==> config.mk <==
export PLATFORM = sky130hd
export DESIGN_NAME = multicore_lock_request_counter_top
export DESIGN_NICKNAME = d
export VERILOG_FILES = /design/src/hw/rtl/mlrc_pkg.sv /design/src/hw/rtl/mlrc_ram.sv /design/src/hw/rtl/multicore_lock_request_counter_top.sv
export VERILOG_INCLUDE_DIRS = /design/src /design/src/hw/rtl
export SDC_FILE = /design/constraint.sdc
export NUM_CORES = 1
export LEC_CHECK = 0
export BUFFER_PORTS_ARGS = -buffer_cell sky130_fd_sc_hd__buf_4
export CORE_UTILIZATION = 60
export DETAILED_ROUTE_END_ITERATION = 7
export PLACE_DENSITY_LB_ADDON = 0.25
export SYNTH_ARGS = -nofsm -noshare
export SYNTH_HDL_FRONTEND = slang
export SYNTH_SLANG_ARGS = --single-unit
==> constraint.sdc <==
create_clock -name clk_i -period 3.6 [get_ports clk_i]
set_clock_uncertainty 0.1 [all_clocks]
set_input_delay 0.18 -clock clk_i [delete_from_list [all_inputs] [get_ports clk_i]]
set_output_delay 0.18 -clock clk_i [all_outputs]
set_load 0.01 [all_outputs]
==> src/hw/rtl/multicore_lock_request_counter_top_assert.svh <==
// Assertion macros for the lock request counter (clocked on clk_i, reset rst_ni).
`ifndef MULTICORE_LOCK_REQUEST_COUNTER_TOP_ASSERT_SVH
`define MULTICORE_LOCK_REQUEST_COUNTER_TOP_ASSERT_SVH
`ifndef NO_ASSERTIONS
`define MLRC_ASSERT(lbl, prop) \
  lbl: assert property (@(posedge clk_i) disable iff (!rst_ni) prop) \
    else $error("mlrc assertion failed");
`define MLRC_ASSERT_NEVER(lbl, cond) \
  lbl: assert property (@(posedge clk_i) disable iff (!rst_ni) !(cond)) \
    else $error("mlrc forbidden condition seen");
`else
`define MLRC_ASSERT(lbl, prop)
`define MLRC_ASSERT_NEVER(lbl, cond)
`endif
`endif

==> src/hw/rtl/mlrc_pkg.sv <==
// Package: op and status codes, sequencer states for the lock request counter.
package mlrc_pkg;

  localparam int unsigned OP_W  = 2;
  localparam int unsigned ST_W  = 2;
  localparam int unsigned CNT_W = 16;

  localparam logic [OP_W-1:0] OP_INIT    = 2'd0;
  localparam logic [OP_W-1:0] OP_ACQUIRE = 2'd1;
  localparam logic [OP_W-1:0] OP_RELEASE = 2'd2;

  localparam logic [ST_W-1:0] ST_OK       = 2'd0;
  localparam logic [ST_W-1:0] ST_PARAM    = 2'd1;
  localparam logic [ST_W-1:0] ST_NOT_INIT = 2'd2;
  localparam logic [ST_W-1:0] ST_ZERO     = 2'd3;

  typedef enum logic [2:0] {
    S_IDLE,
    S_CLEAR,
    S_READ,
    S_LAST,
    S_UPDATE,
    S_RESULT
  } state_e;

endpackage

==> src/hw/rtl/mlrc_ram.sv <==
// Generic single write port, single read port RAM with registered read data.
module mlrc_ram #(
  parameter int unsigned WIDTH = 16,
  parameter int unsigned DEPTH = 32
) (
  input  logic                     clk_i,
  input  logic                     we_i,
  input  logic [$clog2(DEPTH)-1:0] waddr_i,
  input  logic [WIDTH-1:0]         wdata_i,
  input  logic [$clog2(DEPTH)-1:0] raddr_i,
  output logic [WIDTH-1:0]         rdata_o
);

  logic [WIDTH-1:0] mem_q [DEPTH];

  always_ff @(posedge clk_i) begin
    if (we_i) begin
      mem_q[waddr_i] <= wdata_i;
    end
    rdata_o <= mem_q[raddr_i];
  end

endmodule

==> src/hw/rtl/multicore_lock_request_counter_top.sv <==
// Lock request counter: per-resource ready flags and per-CPU request counts.
//
// Request channel (in_valid_i/in_ready_o): op_i, res_id_i, cpu_id_i. One result per
// request on the result channel (out_valid_o/out_ready_i): status_o, self_count_o,
// others_count_o. Only one request is in flight; in_ready_o is high while idle.
// Sequencer path from request accept to result valid:
//   error, or init of a ready resource:  straight to S_RESULT
//   init of a fresh resource:            S_CLEAR (one count cleared a cycle), then S_RESULT
//   acquire / release:                   S_READ per count, S_LAST, S_UPDATE, S_RESULT
// The acquire/release path is set by the count RAM's single read port: every CPU's
// count of the resource is read and summed by one adder, one count per cycle, then a
// read-modify-write of the own count. A new request is taken only after the result
// has been handed to the output register.
// A finished result sits in the output register; the block goes idle and takes the
// next request while that result waits, but holds the next result until the output
// register is free. Reset clears all ready flags and the handshake state; the count
// RAM is not cleared, init writes a resource's counts before they are ever read.
module multicore_lock_request_counter_top #(
  parameter int unsigned RES_COUNT = 16,
  parameter int unsigned CPU_COUNT = 2
) (
  input  logic        clk_i,
  input  logic        rst_ni,
  input  logic        in_valid_i,
  output logic        in_ready_o,
  input  logic [1:0]  op_i,
  input  logic [7:0]  res_id_i,
  input  logic [7:0]  cpu_id_i,
  output logic        out_valid_o,
  input  logic        out_ready_i,
  output logic [1:0]  status_o,
  output logic [15:0] self_count_o,
  output logic [15:0] others_count_o
);

  localparam int unsigned DEPTH = RES_COUNT * CPU_COUNT;
  localparam int unsigned AW    = $clog2(DEPTH);
  localparam int unsigned CW    = $clog2(CPU_COUNT);
  localparam int unsigned RW    = (RES_COUNT > 1) ? $clog2(RES_COUNT) : 1;
  localparam int unsigned CNTW  = mlrc_pkg::CNT_W;
  localparam int unsigned STW   = mlrc_pkg::ST_W;

  mlrc_pkg::state_e state_q, state_d;

  logic [RES_COUNT-1:0] ready_q, ready_d;
  logic                 out_valid_q, out_valid_d;
  logic                 pend_q, pend_d;

  logic [RW-1:0]   res_idx_q, res_idx_d;
  logic [AW-1:0]   base_q, base_d;
  logic [CW-1:0]   cpu_q, cpu_d;
  logic [CW-1:0]   cnt_q, cnt_d;
  logic [CW-1:0]   rd_cnt_q, rd_cnt_d;
  logic            is_acq_q, is_acq_d;
  logic [CNTW-1:0] acc_q, acc_d;
  logic [CNTW-1:0] own_q, own_d;
  logic [STW-1:0]  rs_status_q, rs_status_d;
  logic [CNTW-1:0] rs_self_q, rs_self_d;
  logic [CNTW-1:0] rs_others_q, rs_others_d;
  logic [STW-1:0]  out_status_q, out_status_d;
  logic [CNTW-1:0] out_self_q, out_self_d;
  logic [CNTW-1:0] out_others_q, out_others_d;

  logic            ram_we;
  logic [AW-1:0]   ram_waddr;
  logic [CNTW-1:0] ram_wdata;
  logic [AW-1:0]   ram_raddr;
  logic [CNTW-1:0] ram_rdata;

  logic          res_ok, cpu_ok, rdy_hit;
  logic [RW-1:0] in_res_idx;

  assign res_ok     = {1'b0, res_id_i} < 9'(RES_COUNT);
  assign cpu_ok     = {1'b0, cpu_id_i} < 9'(CPU_COUNT);
  assign in_res_idx = res_id_i[RW-1:0];
  assign rdy_hit    = res_ok && ready_q[in_res_idx];

  mlrc_ram #(
    .WIDTH(CNTW),
    .DEPTH(DEPTH)
  ) u_count_ram (
    .clk_i  (clk_i),
    .we_i   (ram_we),
    .waddr_i(ram_waddr),
    .wdata_i(ram_wdata),
    .raddr_i(ram_raddr),
    .rdata_o(ram_rdata)
  );

  always_comb begin
    state_d      = state_q;
    ready_d      = ready_q;
    out_valid_d  = out_valid_q && !out_ready_i;
    pend_d       = 1'b0;
    res_idx_d    = res_idx_q;
    base_d       = base_q;
    cpu_d        = cpu_q;
    cnt_d        = cnt_q;
    rd_cnt_d     = rd_cnt_q;
    is_acq_d     = is_acq_q;
    acc_d        = acc_q;
    own_d        = own_q;
    rs_status_d  = rs_status_q;
    rs_self_d    = rs_self_q;
    rs_others_d  = rs_others_q;
    out_status_d = out_status_q;
    out_self_d   = out_self_q;
    out_others_d = out_others_q;
    ram_we       = 1'b0;
    ram_waddr    = base_q + AW'(cnt_q);
    ram_wdata    = '0;
    ram_raddr    = base_q + AW'(cnt_q);
    in_ready_o   = 1'b0;

    // read data of the previous cycle's read: add into the running sum
    if (pend_q) begin
      acc_d = acc_q + ram_rdata;
      if (rd_cnt_q == cpu_q) begin
        own_d = ram_rdata;
      end
    end

    unique case (state_q)
      mlrc_pkg::S_IDLE: begin
        in_ready_o = 1'b1;
        if (in_valid_i) begin
          res_idx_d   = in_res_idx;
          base_d      = AW'(AW'(in_res_idx) * AW'(CPU_COUNT));
          cpu_d       = cpu_id_i[CW-1:0];
          cnt_d       = '0;
          acc_d       = '0;
          is_acq_d    = (op_i == mlrc_pkg::OP_ACQUIRE);
          rs_status_d = mlrc_pkg::ST_OK;
          rs_self_d   = '0;
          rs_others_d = '0;
          state_d     = mlrc_pkg::S_RESULT;
          if (!res_ok || (op_i != mlrc_pkg::OP_INIT && op_i != mlrc_pkg::OP_ACQUIRE &&
                          op_i != mlrc_pkg::OP_RELEASE)) begin
            rs_status_d = mlrc_pkg::ST_PARAM;
          end else if (op_i == mlrc_pkg::OP_INIT) begin
            if (!rdy_hit) begin
              state_d = mlrc_pkg::S_CLEAR;
            end
          end else if (!rdy_hit) begin
            rs_status_d = mlrc_pkg::ST_NOT_INIT;
          end else if (!cpu_ok) begin
            rs_status_d = mlrc_pkg::ST_PARAM;
          end else begin
            state_d = mlrc_pkg::S_READ;
          end
        end
      end
      mlrc_pkg::S_CLEAR: begin
        ram_we = 1'b1;
        cnt_d  = cnt_q + 1'b1;
        if (cnt_q == CW'(CPU_COUNT - 1)) begin
          ready_d[res_idx_q] = 1'b1;
          state_d            = mlrc_pkg::S_RESULT;
        end
      end
      mlrc_pkg::S_READ: begin
        pend_d   = 1'b1;
        rd_cnt_d = cnt_q;
        cnt_d    = cnt_q + 1'b1;
        if (cnt_q == CW'(CPU_COUNT - 1)) begin
          state_d = mlrc_pkg::S_LAST;
        end
      end
      mlrc_pkg::S_LAST: begin
        state_d = mlrc_pkg::S_UPDATE;
      end
      mlrc_pkg::S_UPDATE: begin
        // sum less own is the others' total both before and after the update
        ram_waddr   = base_q + AW'(cpu_q);
        rs_others_d = acc_q - own_q;
        state_d     = mlrc_pkg::S_RESULT;
        if (is_acq_q) begin
          ram_we    = 1'b1;
          ram_wdata = own_q + 1'b1;
          rs_self_d = own_q;
        end else if (own_q == '0) begin
          rs_status_d = mlrc_pkg::ST_ZERO;
          rs_others_d = '0;
        end else begin
          ram_we    = 1'b1;
          ram_wdata = own_q - 1'b1;
          rs_self_d = own_q - 1'b1;
        end
      end
      mlrc_pkg::S_RESULT: begin
        if (!out_valid_q || out_ready_i) begin
          out_valid_d  = 1'b1;
          out_status_d = rs_status_q;
          out_self_d   = rs_self_q;
          out_others_d = rs_others_q;
          state_d      = mlrc_pkg::S_IDLE;
        end
      end
      default: begin
        state_d = mlrc_pkg::S_IDLE;
      end
    endcase
  end

  always_ff @(posedge clk_i or negedge rst_ni) begin
    if (!rst_ni) begin
      state_q     <= mlrc_pkg::S_IDLE;
      ready_q     <= '0;
      out_valid_q <= 1'b0;
      pend_q      <= 1'b0;
    end else begin
      state_q     <= state_d;
      ready_q     <= ready_d;
      out_valid_q <= out_valid_d;
      pend_q      <= pend_d;
    end
  end

  always_ff @(posedge clk_i) begin
    res_idx_q    <= res_idx_d;
    base_q       <= base_d;
    cpu_q        <= cpu_d;
    cnt_q        <= cnt_d;
    rd_cnt_q     <= rd_cnt_d;
    is_acq_q     <= is_acq_d;
    acc_q        <= acc_d;
    own_q        <= own_d;
    rs_status_q  <= rs_status_d;
    rs_self_q    <= rs_self_d;
    rs_others_q  <= rs_others_d;
    out_status_q <= out_status_d;
    out_self_q   <= out_self_d;
    out_others_q <= out_others_d;
  end

  assign out_valid_o    = out_valid_q;
  assign status_o       = out_status_q;
  assign self_count_o   = out_self_q;
  assign others_count_o = out_others_q;

`include "multicore_lock_request_counter_top_assert.svh"

  `MLRC_ASSERT(a_err_zero_counts, (out_valid_o && status_o != mlrc_pkg::ST_OK) |-> (self_count_o == '0 && others_count_o == '0))
  `MLRC_ASSERT_NEVER(a_no_write_idle, ram_we && state_q == mlrc_pkg::S_IDLE)
  `MLRC_ASSERT(a_ready_sticky, 1'b1 |=> ((ready_q & $past(ready_q)) == $past(ready_q)))
  `MLRC_ASSERT(a_accept_leaves_idle, (in_valid_i && in_ready_o) |=> (state_q != mlrc_pkg::S_IDLE))
  `MLRC_ASSERT(a_result_from_seq, $rose(out_valid_o) |-> $past(state_q == mlrc_pkg::S_RESULT))

endmodule
==> flow_summary.toml <==
[status]
status = "finished, final reports clean"

[timing]
hold_viol = 0
setup_viol = 0
rsz0062_at_grt = "no"
whs_ns = 0.02903
slew_violations = 0
period_share_pct = 91.97
fmax_mhz = 302.0
fin_setup_tns_ns = 0
relSlewSlack_pct = 12.73
post-route-min-period_ns = 3.311
tightestPinTransition_ns = 1.302

[die]
initial_core_util_pct = 60.91
die_area_mm2 = 0.04584
die_w_um = 214.1
num_rows = 77
core-area_mm2 = 0.04432
ios = 58
die_h_um = 214.1

[power_and_ir_drop]
leakagePower_uw = 0.01008
swShare_pct = 27.18
powerDensity_mw_per_mm2 = 680.0
p_clk_share_pct = 30.7
intPower_uw = 15300
switching_power_uw = 5710
pwr-share-comb_pct = 22.5
ir_drop_mv = 0.4877
p_seq_share_pct = 46.7

[grt]
use_met1_pct = 37.44
grt_overflow = 0
grtUsageTotal_pct = 26.60
grt_max_degree = 48
met2_usage_pct = 41.11
met3_usage_pct = 5.106
grt_first_pass_wirelength_um = 89370
top_usage_layer = "met2"
antenna_found_initial = 0
first_global_vias = 14710

[clock_network]
cts-root-buf = "clkbuf_16"
cts_made_buffers = 66
clk_latency_ns = 0.59
cts_sinks = 657
post_cts_buffers = 0
tritoncts = "done"
cts-resized-gates = 0
cts_hold_buf = 14
clk_pin_slew_worst_paths_ns = 0.06
h-tree-depth = 3
clk_path_buf_depth = 3

[critical_path]
cp_cell_sequence = "nor4_2 -> nand4_1 -> o21ai_2 -> o22ai_1 -> nand2_1 -> nor2_1 -> buf_4"
cp.required_ns = 3.77
start_kind = "flip-flop"
worst_path_max_delay_cell = "nor2_1"
cp_top_family = "simple AND/OR/NAND/NOR gates"
crit_type = "flip-flop to flip-flop"
cp_slowest_stage_delay_ns = 0.72
path_max_fanout = 14
endpoint_kind = "flip-flop"
critical_path_buf_inv_count = 1
arrival_ns = 3.48

[finish]
drive_above_1_share_pct = 24.83
area_growth_pct = 14.46
fill_cells = 2750
antenna_cells = 0
nNetsFinal = 1738

[synthesis]
synth_top_flop_cell = "edfxtp_1"
synthCells = 1519
seq_area_frac_synth_pct = 71.51
syn_avg_cell_area_um2 = 17.77
mappedNetlistNets = 1576
synth.distinct_cells = 70
synthArstFlopShare_pct = 3.196
synth_edf_count = 604
ys_warn_count = 0
syn-cell-area_mm2 = 0.02699
synth_seq_cells = 657

[route]
routedWlPerCell_um = 25.73
drt_iter0_markers = 1632
drt_pass1_iterations = 5
drcViolationCount = 0
routed_wl_um = 59700
vias_per_cell = 6.311
vias = 14640
ant_nets = 0

[placement]
io_buffers = 57
dp_hpwl_um = 38060
place.gp.congestion = 0.9240

[flow_run]
max_cap_viol_count = 0

[worst_hold_path]
hp-class = "input port to flip-flop"
[routing by layer]
layer / up-vias / share of wire [%]
li1: 6377 / -
met3: 114 / 8.7
met4: 0 / 4.0
met5: - / 0
met1: 7495 / 40
met2: 656 / 47
[flip-flops by register name (all words and copies together) (netlist names)]
name and cells:
rs_self_q 16, rs_status_q 2, others_count_o 16, u_count_ram.mem_q 512, cpu_q 1, is_acq_q 1, pend_q 1, out_valid_o 1
res_idx_q 4, self_count_o 16, cnt_q 1, rs_others_q 16, state_q 3, u_count_ram.rdata_o 16, rd_cnt_q 1, status_o 2
ready_q 16, acc_q 16, own_q 16
[path summary, 6_finish.rpt]
path / start / to / slack, ns / depth (start not counted)
hold / removal: res_id_i[5] / rs_status_q[0] / 0.03 / 4
max in group asynchronous: rst_ni / pend_q / 2.08 / 3
setup / recovery: own_q[2] / u_count_ram.mem_q[6][11] / 0.29 / 7
setup reg to reg: own_q[2] / u_count_ram.mem_q[6][11] / 0.29 / 7
min in group asynchronous: rst_ni / ready_q[12] / 0.74 / 3
hold reg to reg: rs_self_q[4] / self_count_o[4] / 0.32 / 0
[power by group through the flow]
stage	combinational (uW)	sequential [uW]	clock, uW
after floorplan	3170	9850	0
after global placement	4610	9920	0
after detailed placement	4710	9960	0
after CTS	4750	9820	6550
after global routing	5100	9880	6830
final	4730	9820	6460
[layout make-up]
type | instances | area (um^2) | area share, %
sequential | 657 | 19300 | 62.48
inverter | 29 | 108.9 | 0.3523
multi-input combinational | 756 | 7332 | 23.73
timing repair buffer | 171 | 1406 | 4.552
clock buffer | 87 | 1762 | 5.702
tap | 592 | 740.7 | 2.397
clock inverter | 28 | 244.0 | 0.7897
[cells in the mapped netlist, types with 10 or more instances]
| cell | n | area, um^2 |
|---|---|---|
| dfrtp_1 | 21 | 525.5 |
| mux2i_1 | 77 | 770.7 |
| nor2_1 | 110 | 412.9 |
| a21oi_1 | 33 | 165.2 |
| nand3_1 | 19 | 95.09 |
| o22ai_1 | 36 | 225.2 |
| inv_1 | 29 | 108.9 |
| ha_1 | 33 | 412.9 |
| nand2_1 | 42 | 157.7 |
| nand2b_1 | 10 | 62.56 |
| o21bai_1 | 17 | 127.6 |
| buf_2 | 16 | 80.08 |
| or2_2 | 17 | 106.4 |
| mux4_2 | 133 | 2995 |
| edfxtp_1 | 604 | 18140 |
| buf_1 | 11 | 41.29 |
| dfxtp_1 | 32 | 640.6 |
| a22oi_1 | 10 | 75.07 |
| clkbuf_1 | 48 | 180.2 |
| nor3_1 | 26 | 130.1 |
| xnor2_1 | 51 | 446.7 |
| o21ai_0 | 17 | 85.08 |
[worst min-delay path: stages]
cell	delay, ns
buf_4	0.07
or4_1	0.18
nor2_1	0.06
o21ai_0	0.09
[placed cells by master (no fill, tap or decap), types with 9 or more instances in the layout]
master	count
clkbuf_1	19
xor2_1	9
xnor2_1	51
mux4_2	133
buf_4	150
o22ai_1	36
nand2_1	42
dfrtp_1	21
ha_1	33
clkinv_2	11
dlygate4sd3_1	14
a22oi_1	10
o21ai_0	17
dfxtp_1	32
nor4_1	9
nand3_1	19
nor2_1	96
or2_2	17
nand2b_1	10
clkinv_1	9
clkbuf_16	67
inv_1	29
nor3_1	21
nor2_2	14
o21bai_1	17
mux2i_1	77
edfxtp_1	604
a21oi_1	33
[metrics by stage]
step                total power, uW  worst slack, ns  utilization (%)  instance area, um^2  cells
floorplan                     13020           0.4360                -                26990   1519
global placement              14530           0.4330            64.88                28750   2191
detailed placement            14670           0.4011            64.88                28750   2191
CTS                           21120           0.3428            69.72                30900   2320
global route                  21810          0.07658            69.72                30900   2320
finish                        21010           0.2889            69.72                30900   2320
[cells by family after synthesis]
family	synth area share (%)
flops	71.51
xor+xnor	1.947
mux	13.95
buf+inv	1.590
fa+ha+maj	1.678
simple gates	5.191
compound gates	4.134
(Power assumes the default switching activity.)
